`src/rlsd_pkg.sv`:
```
`timescale 1ns / 1ps
`default_nettype none
// ----------------------------------------------------------------------------
// rlsd_pkg
// Shared types and codes for the run-length stream decoder.
// ----------------------------------------------------------------------------
package rlsd_pkg;

	localparam int unsigned CfgWidth = 32;
	localparam logic [CfgWidth-1:0] MaxOutputLengthReset = '1;

	localparam logic [2:0] ERR_OK       = 3'd0;
	localparam logic [2:0] ERR_OPTION   = 3'd1;
	localparam logic [2:0] ERR_CAPACITY = 3'd2;
	localparam logic [2:0] ERR_TRUNC    = 3'd3;
	localparam logic [2:0] ERR_OVERRUN  = 3'd4;

	typedef struct packed {
		logic [7:0] data_byte;
		logic       end_of_input;
	} in_item_t;

	typedef struct packed {
		logic [7:0] run_value;
		logic [7:0] run_count;
		logic       last_run;
		logic [2:0] error_code;
	} out_item_t;

	// Result from the decoder core toward the result register
	typedef struct packed {
		logic      valid;
		out_item_t item;
	} core_res_t;

endpackage
`default_nettype wire

```
`src/rlsd_in_if.sv`:
```
`timescale 1ns / 1ps
`default_nettype none
// ----------------------------------------------------------------------------
// rlsd_in_if
// Compressed byte channel: valid/ready with one byte and its end mark.
// ----------------------------------------------------------------------------
interface rlsd_in_if;
	logic       valid;
	logic       ready;
	logic [7:0] data_byte;
	logic       end_of_input;

	modport source (output valid, output data_byte, output end_of_input, input ready);
	modport sink (input valid, input data_byte, input end_of_input, output ready);
endinterface
`default_nettype wire

```
`src/rlsd_out_if.sv`:
```
`timescale 1ns / 1ps
`default_nettype none
// ----------------------------------------------------------------------------
// rlsd_out_if
// Run descriptor channel: valid/ready with value, count, last and error.
// ----------------------------------------------------------------------------
interface rlsd_out_if;
	logic       valid;
	logic       ready;
	logic [7:0] run_value;
	logic [7:0] run_count;
	logic       last_run;
	logic [2:0] error_code;

	modport source (output valid, output run_value, output run_count, output last_run,
		output error_code, input ready);
	modport sink (input valid, input run_value, input run_count, input last_run,
		input error_code, output ready);
endinterface
`default_nettype wire

```
`src/rlsd_in_stage.sv`:
```
`timescale 1ns / 1ps
`default_nettype none
// ----------------------------------------------------------------------------
// rlsd_in_stage
// Input register: holds one accepted byte until the core consumes it.
// ----------------------------------------------------------------------------
module rlsd_in_stage
	import rlsd_pkg::*;
(
	input  wire logic     clk,
	input  wire logic     arst_n,
	rlsd_in_if.sink       in_ch,
	input  wire logic     take,
	output logic          valid_s1,
	output in_item_t      item_s1
);

	logic accept;

	assign in_ch.ready = !valid_s1 || take;
	assign accept      = in_ch.valid && in_ch.ready;

	always_ff @(posedge clk or negedge arst_n) begin
		if (!arst_n) begin
			valid_s1 <= 1'b0;
		end else if (accept) begin
			valid_s1 <= 1'b1;
		end else if (take) begin
			valid_s1 <= 1'b0;
		end
	end

	always_ff @(posedge clk) begin
		if (accept) begin
			item_s1.data_byte    <= in_ch.data_byte;
			item_s1.end_of_input <= in_ch.end_of_input;
		end
	end

endmodule
`default_nettype wire

```
`src/rlsd_core.sv`:
```
`timescale 1ns / 1ps
`default_nettype none
// ----------------------------------------------------------------------------
// rlsd_core
// Decoder state: header parse, flag handling, run emission, error checks.
// ----------------------------------------------------------------------------
module rlsd_core
	import rlsd_pkg::*;
(
	input  wire logic                clk,
	input  wire logic                arst_n,
	input  wire logic                cfg_we,
	input  wire logic [CfgWidth-1:0] cfg_wdata,
	input  wire logic                take,
	input  wire in_item_t            item,
	output core_res_t                res
);

	typedef enum logic [2:0] {
		PH_HDR0    = 3'd0,
		PH_HDR1    = 3'd1,
		PH_FLAG    = 3'd2,
		PH_REPEAT  = 3'd3,
		PH_LITERAL = 3'd4,
		PH_IDLE    = 3'd5
	} phase_t;

	phase_t        phase_q, phase_d;
	logic [23:0]   hdr_q, hdr_d;
	logic [1:0]    idx_q, idx_d;
	logic [31:0]   rem_q, rem_d;
	logic [7:0]    lit_q, lit_d;
	logic [7:0]    rep_q, rep_d;
	logic [CfgWidth-1:0] max_q;

	logic [7:0]  b;
	logic        eoi;
	logic [31:0] word;
	logic [31:0] size_sel;
	logic [31:0] rem_rep;
	logic [31:0] rem_lit;
	logic [7:0]  run_len;

	assign b        = item.data_byte;
	assign eoi      = item.end_of_input;
	assign word     = {b, hdr_q};
	assign size_sel = (phase_q == PH_HDR1) ? word : {8'd0, word[31:8]};
	assign rem_rep  = rem_q - {24'd0, rep_q};
	assign rem_lit  = rem_q - 32'd1;
	assign run_len  = b[7] ? ({1'b0, b[6:0]} + 8'd3) : ({1'b0, b[6:0]} + 8'd1);

	always_comb begin
		phase_d = phase_q;
		hdr_d   = hdr_q;
		idx_d   = idx_q;
		rem_d   = rem_q;
		lit_d   = lit_q;
		rep_d   = rep_q;
		res     = '0;

		unique case (phase_q)
			PH_HDR0, PH_HDR1: begin
				if (idx_q != 2'd3) begin
					idx_d = idx_q + 2'd1;
					hdr_d[{idx_q, 3'b000} +: 8] = b;
					if (eoi) begin
						phase_d = PH_IDLE;
						res.valid = 1'b1;
						res.item.error_code = ERR_TRUNC;
					end
				end else begin
					idx_d = 2'd0;
					hdr_d = '0;
					if (phase_q == PH_HDR0 && word[3:0] != 4'd0) begin
						phase_d = PH_IDLE;
						res.valid = 1'b1;
						res.item.error_code = ERR_OPTION;
					end else if (phase_q == PH_HDR0 && word[31:8] == 24'd0) begin
						// 24-bit size of zero: real size follows in a second word
						if (eoi) begin
							phase_d = PH_IDLE;
							res.valid = 1'b1;
							res.item.error_code = ERR_TRUNC;
						end else begin
							phase_d = PH_HDR1;
						end
					end else if (size_sel > max_q) begin
						phase_d = PH_IDLE;
						res.valid = 1'b1;
						res.item.error_code = ERR_CAPACITY;
					end else if (size_sel == 32'd0) begin
						phase_d = PH_IDLE;
						res.valid = 1'b1;
						res.item.last_run = 1'b1;
					end else if (eoi) begin
						phase_d = PH_IDLE;
						res.valid = 1'b1;
						res.item.error_code = ERR_TRUNC;
					end else begin
						rem_d   = size_sel;
						phase_d = PH_FLAG;
					end
				end
			end
			PH_FLAG: begin
				if (eoi) begin
					phase_d = PH_IDLE;
					res.valid = 1'b1;
					res.item.error_code = ERR_TRUNC;
				end else if ({24'd0, run_len} > rem_q) begin
					phase_d = PH_IDLE;
					res.valid = 1'b1;
					res.item.error_code = ERR_OVERRUN;
				end else if (b[7]) begin
					rep_d   = run_len;
					phase_d = PH_REPEAT;
				end else begin
					lit_d   = run_len;
					phase_d = PH_LITERAL;
				end
			end
			PH_REPEAT: begin
				rem_d = rem_rep;
				res.valid = 1'b1;
				if (eoi && rem_rep != 32'd0) begin
					phase_d = PH_IDLE;
					res.item.error_code = ERR_TRUNC;
				end else begin
					phase_d = (rem_rep == 32'd0) ? PH_IDLE : PH_FLAG;
					res.item.run_value = b;
					res.item.run_count = rep_q;
					res.item.last_run  = (rem_rep == 32'd0);
				end
			end
			PH_LITERAL: begin
				rem_d = rem_lit;
				lit_d = lit_q - 8'd1;
				res.valid = 1'b1;
				if (eoi && rem_lit != 32'd0) begin
					phase_d = PH_IDLE;
					res.item.error_code = ERR_TRUNC;
				end else begin
					if (rem_lit == 32'd0) begin
						phase_d = PH_IDLE;
					end else if (lit_q == 8'd1) begin
						phase_d = PH_FLAG;
					end
					res.item.run_value = b;
					res.item.run_count = 8'd1;
					res.item.last_run  = (rem_lit == 32'd0);
				end
			end
			default: begin
				phase_d = PH_IDLE;
			end
		endcase

		// end of stream rearms for a new header
		if (eoi) begin
			phase_d = PH_HDR0;
			hdr_d   = '0;
			idx_d   = 2'd0;
			rem_d   = '0;
			lit_d   = '0;
			rep_d   = '0;
		end

		if (!take) begin
			res.valid = 1'b0;
		end
	end

	always_ff @(posedge clk or negedge arst_n) begin
		if (!arst_n) begin
			phase_q <= PH_HDR0;
			hdr_q   <= '0;
			idx_q   <= '0;
			rem_q   <= '0;
			lit_q   <= '0;
			rep_q   <= '0;
			max_q   <= MaxOutputLengthReset;
		end else begin
			if (take) begin
				phase_q <= phase_d;
				hdr_q   <= hdr_d;
				idx_q   <= idx_d;
				rem_q   <= rem_d;
				lit_q   <= lit_d;
				rep_q   <= rep_d;
			end
			if (cfg_we) begin
				max_q <= cfg_wdata;
			end
		end
	end

endmodule
`default_nettype wire

```
`src/rlsd_out_stage.sv`:
```
`timescale 1ns / 1ps
`default_nettype none
// ----------------------------------------------------------------------------
// rlsd_out_stage
// Result register: holds one run descriptor until the sink takes it.
// ----------------------------------------------------------------------------
module rlsd_out_stage
	import rlsd_pkg::*;
(
	input  wire logic     clk,
	input  wire logic     arst_n,
	input  wire core_res_t res,
	input  wire logic     take,
	output logic          room,
	rlsd_out_if.source    out_ch
);

	logic      valid_q;
	out_item_t item_q;

	assign room = !valid_q || out_ch.ready;

	always_ff @(posedge clk or negedge arst_n) begin
		if (!arst_n) begin
			valid_q <= 1'b0;
		end else if (take) begin
			valid_q <= res.valid;
		end else if (out_ch.ready) begin
			valid_q <= 1'b0;
		end
	end

	always_ff @(posedge clk) begin
		if (take && res.valid) begin
			item_q <= res.item;
		end
	end

	assign out_ch.valid      = valid_q;
	assign out_ch.run_value  = item_q.run_value;
	assign out_ch.run_count  = item_q.run_count;
	assign out_ch.last_run   = item_q.last_run;
	assign out_ch.error_code = item_q.error_code;

endmodule
`default_nettype wire

```
`src/run_length_stream_decoder_unit.sv`:
```
`timescale 1ns / 1ps
`default_nettype none
// Path: an accepted byte waits in the input register, then is decoded into the result
// register; a held result that blocks the output delays it.
// Throughput: one byte per cycle; the input register drains whenever the
// result register is empty or being read in the same cycle.
// Reset: clears decoder state to header parse, capacity to all ones.
// ----------------------------------------------------------------------------
// run_length_stream_decoder_unit
// Decodes an RLE compressed byte stream into run descriptors.
// ----------------------------------------------------------------------------
module run_length_stream_decoder_unit
	import rlsd_pkg::*;
(
	input  wire logic                clk,
	input  wire logic                arst_n,
	rlsd_in_if.sink                  in_ch,
	rlsd_out_if.source               out_ch,
	input  wire logic                cfg_we,
	input  wire logic [CfgWidth-1:0] cfg_wdata
);

	logic      valid_s1;
	in_item_t  item_s1;
	logic      room;
	logic      take;
	core_res_t res;

	assign take = valid_s1 && room;

	rlsd_in_stage u_in_stage (
		.clk      (clk),
		.arst_n   (arst_n),
		.in_ch    (in_ch),
		.take     (take),
		.valid_s1 (valid_s1),
		.item_s1  (item_s1)
	);

	rlsd_core u_core (
		.clk       (clk),
		.arst_n    (arst_n),
		.cfg_we    (cfg_we),
		.cfg_wdata (cfg_wdata),
		.take      (take),
		.item      (item_s1),
		.res       (res)
	);

	rlsd_out_stage u_out_stage (
		.clk    (clk),
		.arst_n (arst_n),
		.res    (res),
		.take   (take),
		.room   (room),
		.out_ch (out_ch)
	);

endmodule
`default_nettype wire

```
`src/flat_wrapper.sv`:
```
// flat-port wrapper written by rule: the top's interface ports become plain ports
module run_length_stream_decoder_unit_flat import rlsd_pkg::*;
  (clk, arst_n, cfg_we, cfg_wdata, in_ch_valid, in_ch_data_byte, in_ch_end_of_input, in_ch_ready, out_ch_valid, out_ch_run_value, out_ch_run_count, out_ch_last_run, out_ch_error_code, out_ch_ready);
  rlsd_in_if in_ch_i ();
  rlsd_out_if out_ch_i ();
  input  wire logic clk;
  input  wire logic arst_n;
  input  wire logic cfg_we;
  input  wire logic [CfgWidth-1:0] cfg_wdata;
  input wire logic [$bits(in_ch_i.valid)-1:0] in_ch_valid;
  input wire logic [$bits(in_ch_i.data_byte)-1:0] in_ch_data_byte;
  input wire logic [$bits(in_ch_i.end_of_input)-1:0] in_ch_end_of_input;
  output wire logic [$bits(in_ch_i.ready)-1:0] in_ch_ready;
  output wire logic [$bits(out_ch_i.valid)-1:0] out_ch_valid;
  output wire logic [$bits(out_ch_i.run_value)-1:0] out_ch_run_value;
  output wire logic [$bits(out_ch_i.run_count)-1:0] out_ch_run_count;
  output wire logic [$bits(out_ch_i.last_run)-1:0] out_ch_last_run;
  output wire logic [$bits(out_ch_i.error_code)-1:0] out_ch_error_code;
  input wire logic [$bits(out_ch_i.ready)-1:0] out_ch_ready;
  assign in_ch_i.valid = in_ch_valid;
  assign in_ch_i.data_byte = in_ch_data_byte;
  assign in_ch_i.end_of_input = in_ch_end_of_input;
  assign in_ch_ready = in_ch_i.ready;
  assign out_ch_valid = out_ch_i.valid;
  assign out_ch_run_value = out_ch_i.run_value;
  assign out_ch_run_count = out_ch_i.run_count;
  assign out_ch_last_run = out_ch_i.last_run;
  assign out_ch_error_code = out_ch_i.error_code;
  assign out_ch_i.ready = out_ch_ready;
  run_length_stream_decoder_unit u_core (.clk(clk), .arst_n(arst_n), .in_ch(in_ch_i), .out_ch(out_ch_i), .cfg_we(cfg_we), .cfg_wdata(cfg_wdata));
endmodule
```
`config.mk`:
```
export PLATFORM = sky130hd
export DESIGN_NAME = run_length_stream_decoder_unit_flat
export DESIGN_NICKNAME = d
export VERILOG_FILES = /design/src/rlsd_pkg.sv /design/src/rlsd_in_if.sv /design/src/rlsd_out_if.sv /design/src/rlsd_in_stage.sv /design/src/rlsd_core.sv /design/src/rlsd_out_stage.sv /design/src/run_length_stream_decoder_unit.sv /design/src/flat_wrapper.sv
export SDC_FILE = /design/constraint.sdc
export NUM_CORES = 1
export LEC_CHECK = 0
export BUFFER_PORTS_ARGS = -buffer_cell sky130_fd_sc_hd__buf_2
export CORE_MARGIN = 3
export CORE_UTILIZATION = 25
export DETAILED_ROUTE_END_ITERATION = 10
export HOLD_SLACK_MARGIN = 0.02
export PLACE_DENSITY_LB_ADDON = 0.08
export SLEW_MARGIN = 40
export SYNTH_ARGS = -nofsm -noshare
export SYNTH_HDL_FRONTEND = slang
export SYNTH_SLANG_ARGS = --single-unit
```
`constraint.sdc`:
```
create_clock -name clk -period 5.1 [get_ports clk]
set_input_delay 0.255 -clock clk [delete_from_list [all_inputs] [get_ports clk]]
set_output_delay 0.255 -clock clk [all_outputs]
set_load 0.02 [all_outputs]
```
==> Word level (Yosys, flattened, before mapping) <==
Index checks and enable logic that the tools add are counted.
{ "classes": {"magnitude_cmp": 2, "n_addsub": 7, "eq_ne": 15, "mux": 72, "n_reduce_logical": 33, "shifts": 2} }
{ "ops": {"columns": ["cell", "n"], "rows": [
  ["$mux 32", 7],
  ["$logic_not 32->1", 3],
  ["$pmux 32 s3", 1],
  ["$mux 24", 3],
  ["$mux 8", 8],
  ["$reduce_bool 32->1", 2],
  ["$mux 3", 20],
  ["$mux 17", 2],
  ["$gt 32x32->1", 1],
  ["$gt 8x32->1", 1],
  ["$pmux 16 s2", 1],
  ["$sub 32x1->32 const B", 1],
  ["$sub 32x8->32", 1],
  ["$bwmux 24", 1],
  ["$logic_not 24->1", 1],
  ["$pmux 3 s4", 2],
  ["$shift 8x7->24 const A", 1],
  ["$shiftx 8x7->24", 1],
  ["$mux 1", 18],
  ["$ne 3x2->1 const B", 6],
  ["$pmux 8 s2", 1],
  ["$mux 2", 6],
  ["$reduce_bool 2->1", 5],
  ["$add 7x1->8 const B", 1],
  ["other kinds (24)", 37]
]} }
{ "totals": {"ff_bits": 140, "input_bits": 46, "out_inout_bits": 22} }

==> Depth between registers and ports, before layout <==
{ "logic_depth": {"depth_word": 11, "depth_mapped": 17, "mapped_depth_nobuf": 14} }

==> Hierarchy <==
From an unflattened synthesis, not the netlist that was laid out.
{ "hier_totals": {"hier_cells": 1146, "hier_area_um2": 9927.0} }
{ "modules_own_cells": {"columns": ["mod", "seq_area_each_um2", "cells_per_inst", "n_inst", "area_each_um2"], "rows": [
  ["rlsd_core", 2767.7, 1108, 1, 8941.1],
  ["rlsd_out_stage", 625.6, 24, 1, 655.6],
  ["rlsd_in_stage", 295.3, 13, 1, 324.1],
  ["run_length_stream_decoder_unit", 0.0, 1, 1, 6.3]
]} }

==> Worst setup path before layout <==
No wires, ideal clock.
{ "synth_path": {"kind": "reg-to-reg", "startpoint": "register u_core.u_core.phase_q[0]", "endpoint": "register u_core.u_out_stage.item_q (netlist bit u_core.u_out_stage.out_ch.error_code[0]) (enable)", "setup_time_ns": 0.426, "synth_period_minus_slack_ns": 4.840, "path_buffers": 3, "arrival_ns": 4.414, "stages_incl_launch_ff": 15, "path_slack_ns": 0.260, "cell_sequence": "dfrtp_1 > nor3b_1 > clkbuf_1 > buf_2 > clkbuf_1 > and2_1 > ha_1 > and4_1 > and4_1 > and4_1 > a21oi_1 > o21ai_0 > o211ai_1 > a21oi_1 > o21ai_0"} }
{ "synth_between": {"elab_chain_len": 11, "word_cells_on_any_way": 20, "cone_classes": "1 x order compare; 4 x eq/ne; 8 x mux; 7 x reduce/logical"} }
{ "synth_rtl": {"columns": ["element", "line", "rtl"], "rows": [
  ["start: declaration", "rlsd_core.sv:28", "phase_t phase_q, phase_d;"],
  ["start signal: assignment", "rlsd_core.sv:184", "phase_q <= phase_d;"],
  ["branches (longest 8 deep; another with $gt 32x32->1)", null, null],
  ["$pmux 1 s3 *", "rlsd_core.sv:61", "unique case (phase_q)"],
  ["$mux 1 *", "rlsd_core.sv:168", "if (!take) begin"],
  ["$logic_and 1x1->1 *", "rlsd_out_stage.sv:34", "if (take && res.valid) begin"],
  ["end signal: assignment", "rlsd_out_stage.sv:35", "item_q <= res.item;"],
  ["end: declaration", "rlsd_out_stage.sv:19", "out_item_t item_q;"]
]} }
Mark *: on every way between the ends.
A chain may end at the register's enable or synchronous reset.

==> Final worst setup path <==
{ "layout_path": {"startpoint": "register u_core.u_core.phase_q[2]", "endpoint": "register u_core.u_core.rem_q[27]"} }
{ "layout_between": {"elab_chain_len": 9, "word_cells_on_any_way": 24, "cone_classes": "1 x order compare; 8 x eq/ne; 8 x mux; 7 x reduce/logical"} }
{ "layout_rtl": {"columns": ["element", "line", "rtl"], "rows": [
  ["branches (longest 9 deep; another with $gt 32x32->1)", null, null],
  ["end signal: assignment", "rlsd_core.sv:187", "rem_q <= rem_d;"],
  ["end: declaration", "rlsd_core.sv:31", "logic [31:0] rem_q, rem_d;"]
]} }
Parallel ways; which one is timed is not known. The select of a mux whose other input is x is not followed.

==> results.tsv <==
metric	value	unit
via_count	9500	
wl_per_cell	21.9	um
status	completed	
synth_cell_types	78	
required	5450	ps
ff_latch_area	3690	sq um
worstRegToRegCells	15	
grt_pass1_wl	60500	um
clockRootBuffer	clkbuf_16	
switching_share	0.529	
slew_headroom	0.511	
synth_area_leaders	dfrtp_1, edfxtp_1, dfstp_2	
min_to	u_core.u_core.max_q[24]$_DFFE_PN1P_	
critPathCaptureType	flip-flop	
switchingPower	4470	uW
powerDensity	706	nW/um^2
initial_core_util	0.254	
cp_top_family	simple AND/OR/NAND/NOR gates	
synth_area_leader_cell	dfrtp_1	
ant_nets	0	
p_comb_frac	0.625	
diodes	0	
firstDrtPassIters	5	
grt_usage	0.184	
reg2reg_slack	530	ps
synthCells	1228	
routed_wl	40100	um
detail_route.vias_per_cell	5.19	
setup.worst_path.start_class	flip-flop	
gp_congestion	0.850	
clock-sinks	140	
yosysSeqAreaShare	0.364	
multi_input_area	5870	sq um
reg2reg_from	u_core.u_core.phase_q[2]$_DFFE_PN0P_	
synth_edf_count	29	
synth_ff_type	dfrtp_1	
syn2layout_area_growth	18.4	%
drtIter0Drc	801	
drive_gt1_frac	0.152	
tightestPinTransition	716	ps
setup_viol	0	
yosysMostFrequentCell	nand2_1	
crit_path_cell_trace	nor3b_2 > buf_12 > mux2i_1 > inv_1 > ha_1 > and4_1 > and4_1 > a22oi_1 > nand4_1 > nor4_1 > o21ai_1 > a211oi_1 > buf_4 > nand2_1 > o211ai_1	
hpwlAfterDp	29700	um
finClkSkew	8.57	ps
drc_errors	0	
dieHeight	207	um
ir_drop	0.266	mV
cp_common_cell	and4_1	
numCtsBuffers	17	
synthesis.nets	1334	
die-area	42900	sq um
path_class	flip-flop to flip-flop	
h-tree-depth	4	
fin_crit	4570	ps
seqPwrFrac	0.220	
fmax	219	MHz
insertion_delay	450	ps
antenna_found_initial	0	
ys_ff_latch	140	
crit_buf_inv	3	
cp_data_arrival_time	4920	ps
worstReg2RegEnd	u_core.u_core.rem_q[27]$_DFFE_PN0P_	
io_pins	68	
power_frac_clock	0.154	
hold_viol	0	
avgSynthCellArea	8.24	sq um
fin_nets	1400	
synthTopCellsByCount	nand2_1, o21ai_0, nor2_1, dfrtp_1, inv_1	
p_leak	0.00509	uW
grt_max_degree	68	
p_int	3980	uW
slew_violations	0	
grt_pass1_vias	9430	
final_cell_area	12000	sq um
yosysWarnings	0	
cts.repair.resized	0	
clkSlewWorstSetupHoldPaths	70	ps
crit_fanout	35	
fill_cells	4361	
grt-ovfl-total	0	
rsz0062_at_grt	false	
clockBufferDepth	2	
async_flop_share	0.793	
tns	0	ps
min_path_cells	3	
min_path_type	input port to flip-flop	
port_buffers	67	
syn_area	10100	sq um
min_from	cfg_wdata[24]	
placed_area	11100	sq um
cts_tree	done	
cap_violations	0	
max_stage_delay	510	ps
min_period_over_period	0.896	
core	39800	sq um
yosysTopAreaCellShare	0.195	
row_count	73	
crit_slowest_cell	dfrtp_1	
die_x	207	um
-- stage by stage --
step,std cells,setup slack (ps),util,total power [uW],hold WS [ps]
floorplan,1228,260,-,5260,-40.6
global placement,1771,595,0.277,7110,349
global route,1832,188,0.301,9090,39.8
finish,1832,533,0.301,8460,39.3
CTS,1832,513,0.301,8450,30.3
detailed placement,1771,537,0.279,7080,347
-- power by group through the flow --
stage / Combinational (uW) / Sequential [uW] / Clock, uW
after floorplan: 3560 / 1690 / 0
after global placement: 5230 / 1880 / 0
after detailed placement: 5200 / 1880 / 0
after CTS: 5250 / 1860 / 1340
after global routing: 5780 / 1910 / 1390
final: 5290 / 1860 / 1300
-- registers in the layout, indices dropped and copies added (netlist names) --
signal                                cells
u_core.u_core.max_q                      32
u_core.u_core.rem_q                      32
u_core.u_core.hdr_q                      24
u_core.u_in_stage.item_s1                 9
u_core.u_core.lit_q                       8
u_core.u_core.rep_q                       8
u_core.u_out_stage.out_ch.run_count       8
u_core.u_out_stage.out_ch.run_value       8
u_core.u_core.phase_q                     3
u_core.u_out_stage.out_ch.error_code      3
u_core.u_core.idx_q                       2
u_core.u_in_stage.valid_s1                1
u_core.u_out_stage.out_ch.last_run        1
u_core.u_out_stage.out_ch.valid           1
-- tightest hold or removal path: stages --
cell     delay (ps)
buf_2            80
nand2_1          50
o21ai_0          70
-- repair_timing --
item,4_1_cts,5_1_grt
setup endpoints to repair,0,0
hold endpoints to repair,72,0
buffers inserted,0,0
hold buffers,29,0
-- per-layer routing --
metal / vias up / share of wire / GRT usage / routed length (um)
met5: - / 0 / 0 / 0
met4: 0 / 0.016 / 0.0442 / 634
met3: 36 / 0.040 / 0.0327 / 1620
met2: 233 / 0.47 / 0.301 / 18900
met1: 4655 / 0.47 / 0.253 / 18900
li1: 4576 / - / - / -
-- layout make-up --
cell class	instances	share of cell area
Timing Repair Buffer	127	0.0734
Multi-Input combinational cell	930	0.490
Sequential cell	140	0.308
Tap cell	525	0.0548
Clock inverter	12	0.0111
Clock buffer	20	0.0382
Inverter	78	0.0244
-- kinds of logic (layout without fill, tap and decap cells) --
logic type | Yosys count | after routing | share of synthesized area
AO/OA/AOI/OAI | 333 | 333 | 0.204
XOR/XNOR | 31 | 31 | 0.0268
adder cells (fa/ha/maj) | 60 | 60 | 0.0757
buffers and inverters | 158 | 237 | 0.0610
flip-flops | 140 | 140 | 0.364
multiplexers | 26 | 26 | 0.0265
AND/OR/NAND/NOR | 480 | 480 | 0.242
-- placed cells by master (no fill, tap or decap), types with 8 or more instances in the layout --
master,count
o21ai_0,141
o31ai_1,18
and2_1,21
dfstp_2,32
nor3_1,38
a221o_1,8
or3_1,13
ha_1,58
a21o_1,10
o22ai_1,9
nor2b_1,19
edfxtp_1,29
inv_1,78
dfrtp_1,79
clkbuf_16,18
buf_4,31
xor2_1,16
nand2_1,166
xnor2_1,15
mux2i_1,20
a31oi_1,9
nand4_1,22
dlygate4sd3_1,29
nand2b_1,9
nor2_1,80
o211ai_1,8
nand3_1,31
buf_2,65
or4_1,14
nor4_1,19
a211oi_1,9
a21oi_1,56
-- worst max path at each step --
stage	start	endpoint	slack, ps	depth (start not counted)
floorplan	u_core.u_core.phase_q[0]$_DFFE_PN0P_	u_core.u_out_stage.out_ch.error_code[0]$_SDFFCE_PN0P_	260	14
global route	u_core.u_core.phase_q[2]$_DFFE_PN0P_	u_core.u_core.rem_q[27]$_DFFE_PN0P_	190	15
global placement	u_core.u_core.phase_q[2]$_DFFE_PN0P_	u_core.u_out_stage.out_ch.run_count[4]$_SDFFCE_PP0P_	600	14
finish	u_core.u_core.phase_q[2]$_DFFE_PN0P_	u_core.u_core.rem_q[27]$_DFFE_PN0P_	530	15
CTS	u_core.u_core.phase_q[2]$_DFFE_PN0P_	u_core.u_core.rem_q[27]$_DFFE_PN0P_	510	15
detailed placement	u_core.u_core.phase_q[2]$_DFFE_PN0P_	u_core.u_core.rem_q[9]$_DFFE_PN0P_	540	15
Note: power is estimated with default switching activity, not from simulation.
